**config.mk**
```make
export PLATFORM = sky130hd
export DESIGN_NAME = bounded_deque_unit
export DESIGN_NICKNAME = d
export VERILOG_FILES = /design/src/hdl/bdq_pkg.sv /design/src/hdl/bounded_deque_unit.sv /design/src/hdl/bdq_cell.sv /design/src/hdl/bdq_ctrl.sv
export VERILOG_INCLUDE_DIRS = /design/src /design/src/hdl
export SDC_FILE = /design/constraint.sdc
export NUM_CORES = 1
export LEC_CHECK = 0
export BUFFER_PORTS_ARGS = -buffer_cell sky130_fd_sc_hd__buf_4
export CORE_MARGIN = 2
export CORE_UTILIZATION = 30
export CTS_BUF_LIST = sky130_fd_sc_hd__clkbuf_8
export DETAILED_ROUTE_END_ITERATION = 8
export PLACE_DENSITY = 0.5
export SLEW_MARGIN = 10
export SYNTH_ARGS = -nofsm -noshare
export SYNTH_HDL_FRONTEND = slang
export SYNTH_SLANG_ARGS = --single-unit
```
**constraint.sdc**
```tcl
create_clock -name clock -period 4.6 [get_ports clock]
set_input_delay 0.23 -clock clock [delete_from_list [all_inputs] [get_ports clock]]
set_output_delay 0.23 -clock clock [all_outputs]
set_load 0.01 [all_outputs]
```
**src/hdl/assert_macros.svh**
```systemverilog
// Assertion macros shared by the bounded deque RTL.
`ifndef ASSERT_MACROS_SVH
`define ASSERT_MACROS_SVH
`ifndef SYNTH
`define BDQ_ASSERT(lbl, clk, rst, prop) \
   lbl: assert property (@(posedge clk) disable iff (rst) prop) \
      else $error("bounded deque check failed");
`define BDQ_ASSERT_ALWAYS(lbl, clk, prop) \
   lbl: assert property (@(posedge clk) prop) \
      else $error("bounded deque check failed");
`else
`define BDQ_ASSERT(lbl, clk, rst, prop)
`define BDQ_ASSERT_ALWAYS(lbl, clk, prop)
`endif
`endif

```
**src/hdl/bdq_pkg.sv**
```systemverilog
// Types and codes of the bounded deque.
package bdq_pkg;

   localparam int unsigned VALUE_W  = 32;
   localparam int unsigned OCC_W    = 5;
   localparam int unsigned ACTION_W = 3;
   localparam int unsigned STATUS_W = 2;

   localparam logic [ACTION_W-1:0] ACT_PUSH_FRONT = 3'd0;
   localparam logic [ACTION_W-1:0] ACT_PUSH_BACK  = 3'd1;
   localparam logic [ACTION_W-1:0] ACT_POP_FRONT  = 3'd2;
   localparam logic [ACTION_W-1:0] ACT_POP_BACK   = 3'd3;
   localparam logic [ACTION_W-1:0] ACT_DUMP       = 3'd4;

   localparam logic [STATUS_W-1:0] STATUS_DONE  = 2'd0;
   localparam logic [STATUS_W-1:0] STATUS_FULL  = 2'd1;
   localparam logic [STATUS_W-1:0] STATUS_EMPTY = 2'd2;

   typedef struct packed {
      logic [ACTION_W-1:0]       action;
      logic signed [VALUE_W-1:0] value;
   } req_type;

   typedef struct packed {
      logic signed [VALUE_W-1:0] element;
      logic                      is_last;
      logic [STATUS_W-1:0]       status;
      logic [OCC_W-1:0]          occupancy;
   } rsp_type;

   typedef enum logic [2:0] {
      CMD_HOLD,
      CMD_PUSH_FRONT,
      CMD_PUSH_BACK,
      CMD_POP_FRONT,
      CMD_ROTATE
   } cell_cmd_type;

   typedef enum logic {
      ST_IDLE,
      ST_DUMP
   } ctrl_state_type;

endpackage

```
**src/hdl/bounded_deque_unit.sv**
```systemverilog
// Bounded deque top level: row of DEPTH cells plus sequencer.
// Push and pop: result registered, in the cycle after the start beat; one action per cycle while not busy.
// Dump of n stored words: busy while in the dump state, n results on consecutive
//   cycles, each registered from one dump beat; empty dump gives one result.
// The cell row rotates one place per dump beat, so the walk sets the dump rate.
// Reset clears the count and control state; cell contents are not cleared.
// The receiver cannot stall the result strobe.
module bounded_deque_unit #(
   parameter int unsigned DEPTH      = 16,
   parameter int unsigned DATA_WIDTH = 32
) (
   input  logic             clock,
   input  logic             reset,
   input  logic             start,
   input  bdq_pkg::req_type req_data,
   output logic             busy,
   output logic             rsp_valid,
   output bdq_pkg::rsp_type rsp_data
);

   localparam int unsigned IDX_W = $clog2(DEPTH);

   bdq_pkg::cell_cmd_type              cmd;
   logic [IDX_W-1:0]                   target;
   logic [DATA_WIDTH-1:0]              push_word;
   logic signed [bdq_pkg::VALUE_W-1:0] head_elem;
   logic [DATA_WIDTH-1:0]              cell_q     [DEPTH];
   logic [DATA_WIDTH-1:0]              left_data  [DEPTH];
   logic [DATA_WIDTH-1:0]              right_data [DEPTH];

   assign push_word = DATA_WIDTH'(req_data.value);
   assign head_elem = bdq_pkg::VALUE_W'(signed'(cell_q[0]));

   bdq_ctrl #(
      .DEPTH (DEPTH)
   ) u_ctrl (
      .clock     (clock),
      .reset     (reset),
      .start     (start),
      .req_data  (req_data),
      .head_elem (head_elem),
      .busy      (busy),
      .cmd       (cmd),
      .target    (target),
      .rsp_valid (rsp_valid),
      .rsp_data  (rsp_data)
   );

   for (genvar i = 0; i < DEPTH; i++) begin : g_cell
      if (i == 0) begin : g_first
         assign left_data[i] = '0;
      end else begin : g_mid
         assign left_data[i] = cell_q[i-1];
      end
      if (i == DEPTH - 1) begin : g_last
         assign right_data[i] = '0;
      end else begin : g_body
         assign right_data[i] = cell_q[i+1];
      end

      bdq_cell #(
         .DATA_WIDTH (DATA_WIDTH),
         .IDX_W      (IDX_W),
         .INDEX      (i)
      ) u_cell (
         .clock      (clock),
         .cmd        (cmd),
         .target     (target),
         .word       (push_word),
         .from_left  (left_data[i]),
         .from_right (right_data[i]),
         .head       (cell_q[0]),
         .q          (cell_q[i])
      );
   end

endmodule

```
**src/hdl/bdq_cell.sv**
```systemverilog
// One storage cell of the deque row; front of the deque sits in cell 0.
module bdq_cell #(
   parameter int unsigned DATA_WIDTH = 32,
   parameter int unsigned IDX_W      = 4,
   parameter int unsigned INDEX      = 0
) (
   input  logic                   clock,
   input  bdq_pkg::cell_cmd_type  cmd,
   input  logic [IDX_W-1:0]       target,
   input  logic [DATA_WIDTH-1:0]  word,
   input  logic [DATA_WIDTH-1:0]  from_left,
   input  logic [DATA_WIDTH-1:0]  from_right,
   input  logic [DATA_WIDTH-1:0]  head,
   output logic [DATA_WIDTH-1:0]  q
);

   logic [DATA_WIDTH-1:0] cell_ff;
   logic [DATA_WIDTH-1:0] cell_in;
   logic                  hit;

   assign hit = (target == IDX_W'(INDEX));

   always_comb begin
      unique case (cmd)
         bdq_pkg::CMD_HOLD:       cell_in = cell_ff;
         bdq_pkg::CMD_PUSH_FRONT: cell_in = (INDEX == 0) ? word : from_left;
         bdq_pkg::CMD_PUSH_BACK:  cell_in = hit ? word : cell_ff;
         bdq_pkg::CMD_POP_FRONT:  cell_in = from_right;
         bdq_pkg::CMD_ROTATE:     cell_in = hit ? head : from_right;
         default:                 cell_in = cell_ff;
      endcase
   end

   always_ff @(posedge clock) begin
      cell_ff <= cell_in;
   end

   assign q = cell_ff;

endmodule

```
**src/hdl/bdq_ctrl.sv**
```systemverilog
// Sequencer of the deque: element count, dump walk and result register.
`include "assert_macros.svh"
module bdq_ctrl #(
   parameter int unsigned DEPTH = 16
) (
   input  logic                                   clock,
   input  logic                                   reset,
   input  logic                                   start,
   input  bdq_pkg::req_type                       req_data,
   input  logic signed [bdq_pkg::VALUE_W-1:0]     head_elem,
   output logic                                   busy,
   output bdq_pkg::cell_cmd_type                  cmd,
   output logic [$clog2(DEPTH)-1:0]               target,
   output logic                                   rsp_valid,
   output bdq_pkg::rsp_type                       rsp_data
);

   localparam int unsigned IDX_W = $clog2(DEPTH);
   localparam int unsigned CNT_W = $clog2(DEPTH + 1);

   bdq_pkg::ctrl_state_type state_ff, state_in;
   logic [CNT_W-1:0]        count_ff, count_in;
   logic [IDX_W-1:0]        idx_ff, idx_in;
   logic                    rsp_valid_ff, rsp_valid_in;
   bdq_pkg::rsp_type        rsp_ff, rsp_in;

   logic             accept;
   logic             full;
   logic             empty;
   logic [CNT_W-1:0] cnt_m1;
   logic             last_beat;
   logic [31:0]      occ_wide;

   assign accept    = start && (state_ff == bdq_pkg::ST_IDLE);
   assign full      = (count_ff == CNT_W'(DEPTH));
   assign empty     = (count_ff == '0);
   assign cnt_m1    = count_ff - CNT_W'(1);
   assign last_beat = (idx_ff == cnt_m1[IDX_W-1:0]);

   // next state
   always_comb begin
      state_in = state_ff;
      unique case (state_ff)
         bdq_pkg::ST_IDLE: begin
            if (accept && req_data.action == bdq_pkg::ACT_DUMP && !empty) begin
               state_in = bdq_pkg::ST_DUMP;
            end
         end
         bdq_pkg::ST_DUMP: begin
            if (last_beat) begin
               state_in = bdq_pkg::ST_IDLE;
            end
         end
         default: state_in = bdq_pkg::ST_IDLE;
      endcase
   end

   // outputs and datapath control
   always_comb begin
      cmd          = bdq_pkg::CMD_HOLD;
      target       = '0;
      count_in     = count_ff;
      idx_in       = idx_ff;
      rsp_valid_in = 1'b0;
      rsp_in       = '0;
      unique case (state_ff)
         bdq_pkg::ST_IDLE: begin
            if (accept) begin
               rsp_valid_in   = 1'b1;
               rsp_in.is_last = 1'b1;
               rsp_in.status  = bdq_pkg::STATUS_DONE;
               unique case (req_data.action)
                  bdq_pkg::ACT_PUSH_FRONT: begin
                     if (full) begin
                        rsp_in.status = bdq_pkg::STATUS_FULL;
                     end else begin
                        cmd      = bdq_pkg::CMD_PUSH_FRONT;
                        count_in = count_ff + CNT_W'(1);
                     end
                  end
                  bdq_pkg::ACT_PUSH_BACK: begin
                     if (full) begin
                        rsp_in.status = bdq_pkg::STATUS_FULL;
                     end else begin
                        cmd      = bdq_pkg::CMD_PUSH_BACK;
                        target   = count_ff[IDX_W-1:0];
                        count_in = count_ff + CNT_W'(1);
                     end
                  end
                  bdq_pkg::ACT_POP_FRONT: begin
                     if (empty) begin
                        rsp_in.status = bdq_pkg::STATUS_EMPTY;
                     end else begin
                        cmd      = bdq_pkg::CMD_POP_FRONT;
                        count_in = cnt_m1;
                     end
                  end
                  bdq_pkg::ACT_POP_BACK: begin
                     if (empty) begin
                        rsp_in.status = bdq_pkg::STATUS_EMPTY;
                     end else begin
                        count_in = cnt_m1;
                     end
                  end
                  bdq_pkg::ACT_DUMP: begin
                     if (empty) begin
                        rsp_in.status = bdq_pkg::STATUS_EMPTY;
                     end else begin
                        rsp_valid_in = 1'b0;
                        idx_in       = '0;
                     end
                  end
                  default: ;
               endcase
            end
         end
         bdq_pkg::ST_DUMP: begin
            // front element leaves cell 0 and wraps round to the back
            cmd            = bdq_pkg::CMD_ROTATE;
            target         = cnt_m1[IDX_W-1:0];
            idx_in         = idx_ff + IDX_W'(1);
            rsp_valid_in   = 1'b1;
            rsp_in.element = head_elem;
            rsp_in.is_last = last_beat;
            rsp_in.status  = bdq_pkg::STATUS_DONE;
         end
         default: ;
      endcase
      occ_wide         = 32'(count_in);
      rsp_in.occupancy = occ_wide[bdq_pkg::OCC_W-1:0];
   end

   always_ff @(posedge clock) begin
      if (reset) begin
         state_ff     <= bdq_pkg::ST_IDLE;
         count_ff     <= '0;
         idx_ff       <= '0;
         rsp_valid_ff <= 1'b0;
      end else begin
         state_ff     <= state_in;
         count_ff     <= count_in;
         idx_ff       <= idx_in;
         rsp_valid_ff <= rsp_valid_in;
      end
   end

   always_ff @(posedge clock) begin
      rsp_ff <= rsp_in;
   end

   assign busy      = (state_ff == bdq_pkg::ST_DUMP);
   assign rsp_valid = rsp_valid_ff;
   assign rsp_data  = rsp_ff;

   `BDQ_ASSERT_ALWAYS(a_count_bound, clock, reset || (count_ff <= CNT_W'(DEPTH)))
   `BDQ_ASSERT(a_dump_nonempty, clock, reset, busy |-> !empty)
   `BDQ_ASSERT(a_last_frees, clock, reset, (rsp_valid_ff && rsp_ff.is_last) |-> !busy)
   `BDQ_ASSERT(a_dump_entry_quiet, clock, reset, $rose(busy) |-> !rsp_valid_ff)

endmodule
```
==> After elaboration in Yosys (flattened, before gate mapping) <==
Cells that the tools add are included.
{ "op_classes": {"n_mux": 79, "reduce_logical": 28, "n_bitwise": 1, "addsub": 3, "eq_ne": 45} }
{ "op_table": {"columns": ["operator", "count"], "rows": [
  ["32-bit case mux with 4 select lines", 16],
  ["32-bit two-way mux", 32],
  ["2-bit by 1-bit inequality test with 1-bit output, second input constant", 17],
  ["4-bit == test, second input constant", 8],
  ["2-bit AND reduction", 15],
  ["4-bit two-way mux", 6],
  ["5-bit two-way mux", 4],
  ["4-bit by 3-bit == test with 1-bit output, second input constant", 4],
  ["4-bit case mux with 2 select lines", 2],
  ["3-bit by 2-bit == test with 1-bit output, second input constant", 4],
  ["3-bit case mux with 2 select lines", 2],
  ["5-bit case mux with 2 select lines", 1],
  ["3-bit case mux with 3 select lines", 1],
  ["4-bit by 2-bit == test with 1-bit output, second input constant", 2],
  ["1-bit two-way mux", 7],
  ["3-bit by 1-bit == test with 1-bit output, second input constant", 2],
  ["3-bit == test, second input constant", 2],
  ["2-bit two-way mux", 3],
  ["3-bit two-way mux", 2],
  ["2-bit inequality test, second input constant", 3],
  ["3-bit AND reduction", 2],
  ["5-bit by 1-bit adder with 5-bit output, second input constant", 1],
  ["5-bit == test, second input constant", 1],
  ["5-bit logical NOT", 1],
  ["other kinds (14)", 18]
]} }
{ "totals": {"reg_bits": 563, "wordCells": 180, "input_bits": 38} }

==> Depth between registers and ports, before layout <==
{ "logic_depth": {"ltp_word": 8, "ltp_mapped": 14} }

==> By module <==
Synthesis repeated with hierarchy kept, for this count alone.
{ "unflattened": {"hier_cells": 3887, "hier_area_um2": 42039.1} }
{ "modules_own_cells": {"columns": ["mod", "area_per_inst_um2", "n_inst", "seq_area_each_um2", "cells_per_inst"], "rows": [
  ["bdq_cell (g_cell[10].u_cell ...)", 2496.1, 6, 960.9, 228],
  ["bdq_cell (g_cell[11].u_cell ...)", 2522.4, 4, 960.9, 229],
  ["bdq_cell (g_cell[1].u_cell ...)", 2512.4, 4, 960.9, 228],
  ["bdq_cell (g_cell[15].u_cell)", 2494.9, 1, 960.9, 228],
  ["bdq_cell (g_cell[0].u_cell)", 2406.1, 1, 960.9, 262],
  ["bdq_ctrl", 2018.2, 1, 1021.0, 200],
  ["bounded_deque_unit", 3.8, 1, 0.0, 1]
]} }

==> Worst setup path before layout <==
Ideal clock, no wire load.
{ "synth_path": {"path_type": "register to register", "start": "reg u_ctrl.count_ff[0]", "end": "reg g_cell[0].u_cell.cell_ff[0], enable pin", "t_arrival_ps": 4537, "slack_ps": -407, "path_stages_with_launch": 13, "n_path_buf": 2, "setup_ps": 470, "required_ps": 4130, "period_less_slack_ps": 5007, "cell_sequence": "dfxtp_1 > buf_2 > inv_1 > ha_1 > and4bb_1 > buf_4 > inv_4 > ha_1 > a21oi_1 > o21ai_0 > nand2b_1 > nor2_1 > a211oi_1"} }
{ "synth_via": {"elab_chain_len": 8, "word_cells_on_any_way": 22} }
{ "synth_rtl": {"columns": ["element", "line", "rtl"], "rows": [
  ["from (decl)", "bdq_ctrl.sv:22", "logic [CNT_W-1:0] count_ff, count_in;"],
  ["from (signal assigned)", "bdq_ctrl.sv:141", "count_ff <= count_in;"],
  ["5-bit == test / 5-bit logical NOT (equally long branches)", "bdq_ctrl.sv:35, bdq_ctrl.sv:36", null],
  ["1-bit two-way mux, or another cell as far along", "bdq_ctrl.sv:74", "if (full) begin"],
  ["3-bit case mux with 3 select lines / 4-bit two-way mux (equally long branches)", "bdq_ctrl.sv:72", "unique case (req_data.action)"],
  ["3-bit two-way mux / 4-bit two-way mux (equally long branches)", "bdq_ctrl.sv:68", "if (accept) begin"],
  ["3-bit case mux with 2 select lines / 4-bit case mux with 2 select lines (equally long branches)", "bdq_ctrl.sv:66", "unique case (state_ff)"],
  ["3-bit == test, or another cell as far along", "bdq_cell.sv:24", "unique case (cmd)"],
  ["2-bit inequality test (no line), or another cell as far along", null, null],
  ["3-bit AND reduction (no line) (*)", null, null],
  ["to (signal assigned)", "bdq_cell.sv:35", "cell_ff <= cell_in;"],
  ["to (decl)", "bdq_cell.sv:17", "logic [DATA_WIDTH-1:0] cell_ff;"]
]} }
Every way passes the cells marked *; elsewhere a longest branch is shown, timed or not.
A chain may end at the register's enable or synchronous reset.

==> Worst setup path in the final report <==
{ "layout_path": {"start": "reg u_ctrl.count_ff[1]", "end": "reg g_cell[0].u_cell.cell_ff[11], enable pin"} }
Same word-level chain as after synthesis.

==> reports/qor.yml <==
status:
  status: "complete, no violations"
cts:
  numCtsBuffers: 105
  cts_root_buf: "clkbuf_8"
  cts_tree: "done"
  htree_levels: 3
  cts_buffer_depth: 3
  clock_latency_ns: 0.76
  cts_sinks: 563
  clkTransAtPathRegs_ns: 0.06
worst_setup_path:
  slowest_stage: "o21ai_0"
  cp_num_buf_inv: 3
  critPathTopFamily: "compound AO/OA/AOI/OAI gates"
  reg2reg_to: "g_cell[0].u_cell.q[11]"
  critical_path_class: "reg -> reg"
  start_kind: "flop"
  worstReg2RegStart: "u_ctrl.count_ff[1]"
  startpoint: "u_ctrl.count_ff[1]"
  r2r_cells: 11
  cp.required_ns: 4.97
  cp_slowest_stage_delay_ns: 0.62
  critPathMaxFanout: 20
  cp-end-kind: "flop"
  reg2reg_slack_ns: 0.49
  crit_path_frequent_cell: "ha_1"
  cp_cell_sequence: "inv_1, ha_1, and4bb_2, inv_4, ha_1, a21oi_1, o21ai_0, nand2b_1, nor2_1, a211oi_4, buf_4"
  cp_data_arrival_time_ns: 4.48
route:
  wl_per_cell_um: 26.81
  drc: 0
  dr.pass1.iters: 8
  ant_nets: 0
  wl_um: 124600
  drt_iter0_drc: 3003
  via_count: 27650
  viasPerCell: 5.949
hold_path:
  worstHoldStart: "reset"
  min_path_type: "in -> reg"
  hold_depth: 3
  hold_end: "u_ctrl.count_ff[4]"
timing:
  finalSetupViolCount: 0
  fin_crit_ns: 4.115
  worst_pin_slew_ns: 1.151
  fin_setup_tns_ns: 0
  grt_setup_unrepaired: "false"
  finClkSkew_ns: 0.03333
  max_freq_mhz: 243.0
  fin_ws_ns: 0.4855
  post-route-period-util_pct: 89.45
  hold_ws_ns: 0.2975
  slew_headroom_pct: 23.29
  hold_viol: 0
  finalMaxSlewViolations: 0
pwr:
  clockPowerShare_pct: 39.6
  pwr-share-comb_pct: 10.2
  ir_drop_v: 0.0002242
  p_sw_mw: 3.323
  p_leak_nw: 11.54
  powerDensity_nw_per_um2: 333.4
  seqPwrFrac_pct: 50.2
  power.internal_mw: 8.781
  swShare_pct: 27.45
place:
  placed_cell_area_um2: 33920
  io_buffers: 79
  dp.final_hpwl_um: 64860
  place_ws_ns: 0.5693
  gp_congestion: 0.7880
grt:
  grt_overflow: 0
  grt_pass1_wl_um: 182200
  antenna_found_initial: 2
  grt_start_max_net_pins: 210
  grtUsageTotal_pct: 22.40
  grt_pass1_vias: 26560
run:
  drv_cap: 0
logic_synthesis:
  syn_avg_cell_area_um2: 9.963
  ys.warnings.count: 0
  synth_area_leaders: "edfxtp_1 48%, o2bb2ai_1 6.0%, o211ai_1 5.3%"
  yosysUniqueCellTypes: 71
  synthCells: 3194
  synth_edf_count: 512
  yosys_register_bits: 563
  netlist_area_um2: 31820
  seq_area_frac_synth_pct: 51.52
  yosysTopAreaCellShare_pct: 48.31
  async_flop_share_pct: 0
  syn_nets: 3236
  yosys_most_used_dff: "edfxtp_1"
  synth_top_cell_by_area: "edfxtp_1"
cells_and_area:
  syn2layout_area_growth_pct: 14.10
  nets: 3210
  n_fill_cell: 10620
  most-common-layout-cells: "512 x edfxtp_1, 371 x nand2_1, 259 x nand3_1, 223 x o211ai_1, 217 x o2bb2ai_1"
  final_util_pct: 34.49
  fin_area_um2: 36310
  final_common_cell: "edfxtp_1"
  drive_above_1_share_pct: 12.11
die:
  die_y_um: 329.7
  ios: 80
  core_area_um2: 105300
  dieArea_um2: 108700
  fp.dieW_um: 329.7
  num_rows: 119
  initial_utilization_pct: 30.23
worst register-to-register path: stages, from the launching register on:
cell,delay [ns]
dfxtp_1,0.55
inv_1,0.13
ha_1,0.37
and4bb_2,0.38
inv_4,0.11
ha_1,0.32
a21oi_1,0.06
o21ai_0,0.62
nand2b_1,0.27
nor2_1,0.09
a211oi_4,0.27
buf_4,0.53
sequential cells by signal, indices dropped and copies added, names as in the netlist:
name	flops
g_cell.u_cell.q	512
u_ctrl.busy	1
u_ctrl.rsp_data	40
u_ctrl.count_ff	5
u_ctrl.rsp_valid	1
u_ctrl.idx_ff	4
power groups by stage:
stage / combinational, mW / sequential (mW) / clock, mW
floorplan: 0.742 / 6.12 / 0
global placement: 1.18 / 6.17 / 0
detailed placement: 1.20 / 6.17 / 0
CTS: 1.23 / 6.07 / 4.89
global route: 1.32 / 6.10 / 5.09
finish: 1.24 / 6.07 / 4.80
logic make-up (layout without fill, tap and decap cells):
logic type	after synthesis	after routing	synth area share (%)
other cells	0	4	0
xor+xnor	5	5	0.1376
mux	161	161	5.194
compound gates	1073	1073	23.47
flops	563	563	51.52
buf+inv	411	470	5.768
fa+ha+maj	4	4	0.1573
simple gates	977	977	13.75
layer usage:
metal	global-route usage [%]	share of wire [%]	wire length (um)
met1	31.05	44	54300
met2	35.32	46	56780
met3	3.141	7.0	8665
met4	8.735	3.9	4866
met5	0	0	0
worst max-delay path by stage:
stage | to | slack [ns] | cells past startpoint
2_1_floorplan | g_cell[1].u_cell.q[0] | 0.17 | 12
3_3_place_gp | g_cell[0].u_cell.q[18] | 0.63 | 11
3_5_place_dp | g_cell[4].u_cell.q[2] | 0.57 | 11
4_1_cts | g_cell[3].u_cell.q[11] | 0.54 | 10
5_1_grt | g_cell[3].u_cell.q[3] | 0.25 | 10
6_report | g_cell[0].u_cell.q[11] | 0.49 | 11
cells in the mapped netlist, types with 91 or more instances:
library cell	count
nand3_1	260
o2bb2ai_1	217
nor2_1	216
o211ai_1	223
mux2i_1	128
edfxtp_1	512
o22ai_1	130
nand2_1	373
o21ai_0	91
a21oi_1	196
clkbuf_1	170
buf_2	123
area by class of cell:
class,count,area (um2),area share [%]
Antenna cell,4,10.01,0.02757
Clock buffer,124,1707,4.700
Clock inverter,68,295.3,0.8133
Inverter,77,296.5,0.8167
Multi-Input combinational cell,2220,14010,38.57
Sequential cell,563,16400,45.17
Tap cell,1391,1740,4.793
Timing Repair Buffer,201,1854,5.107
through the flow:
step / total power, mW / cells
finish: 12.10 / 4648
detailed placement: 7.365 / 4414
global placement: 7.353 / 4414
floorplan: 6.864 / 3194
global route: 12.50 / 4648
CTS: 12.18 / 4644
repair_timing:
| action | CTS | global route |
|---|---|---|
| gates resized for setup | 0 | 0 |
| hold buffers | 38 | 0 |
| buffers inserted | 0 | 0 |
| endpoints found under the hold margin | 51 | 0 |
No activity file was read; power rests on OpenSTA's default activity.
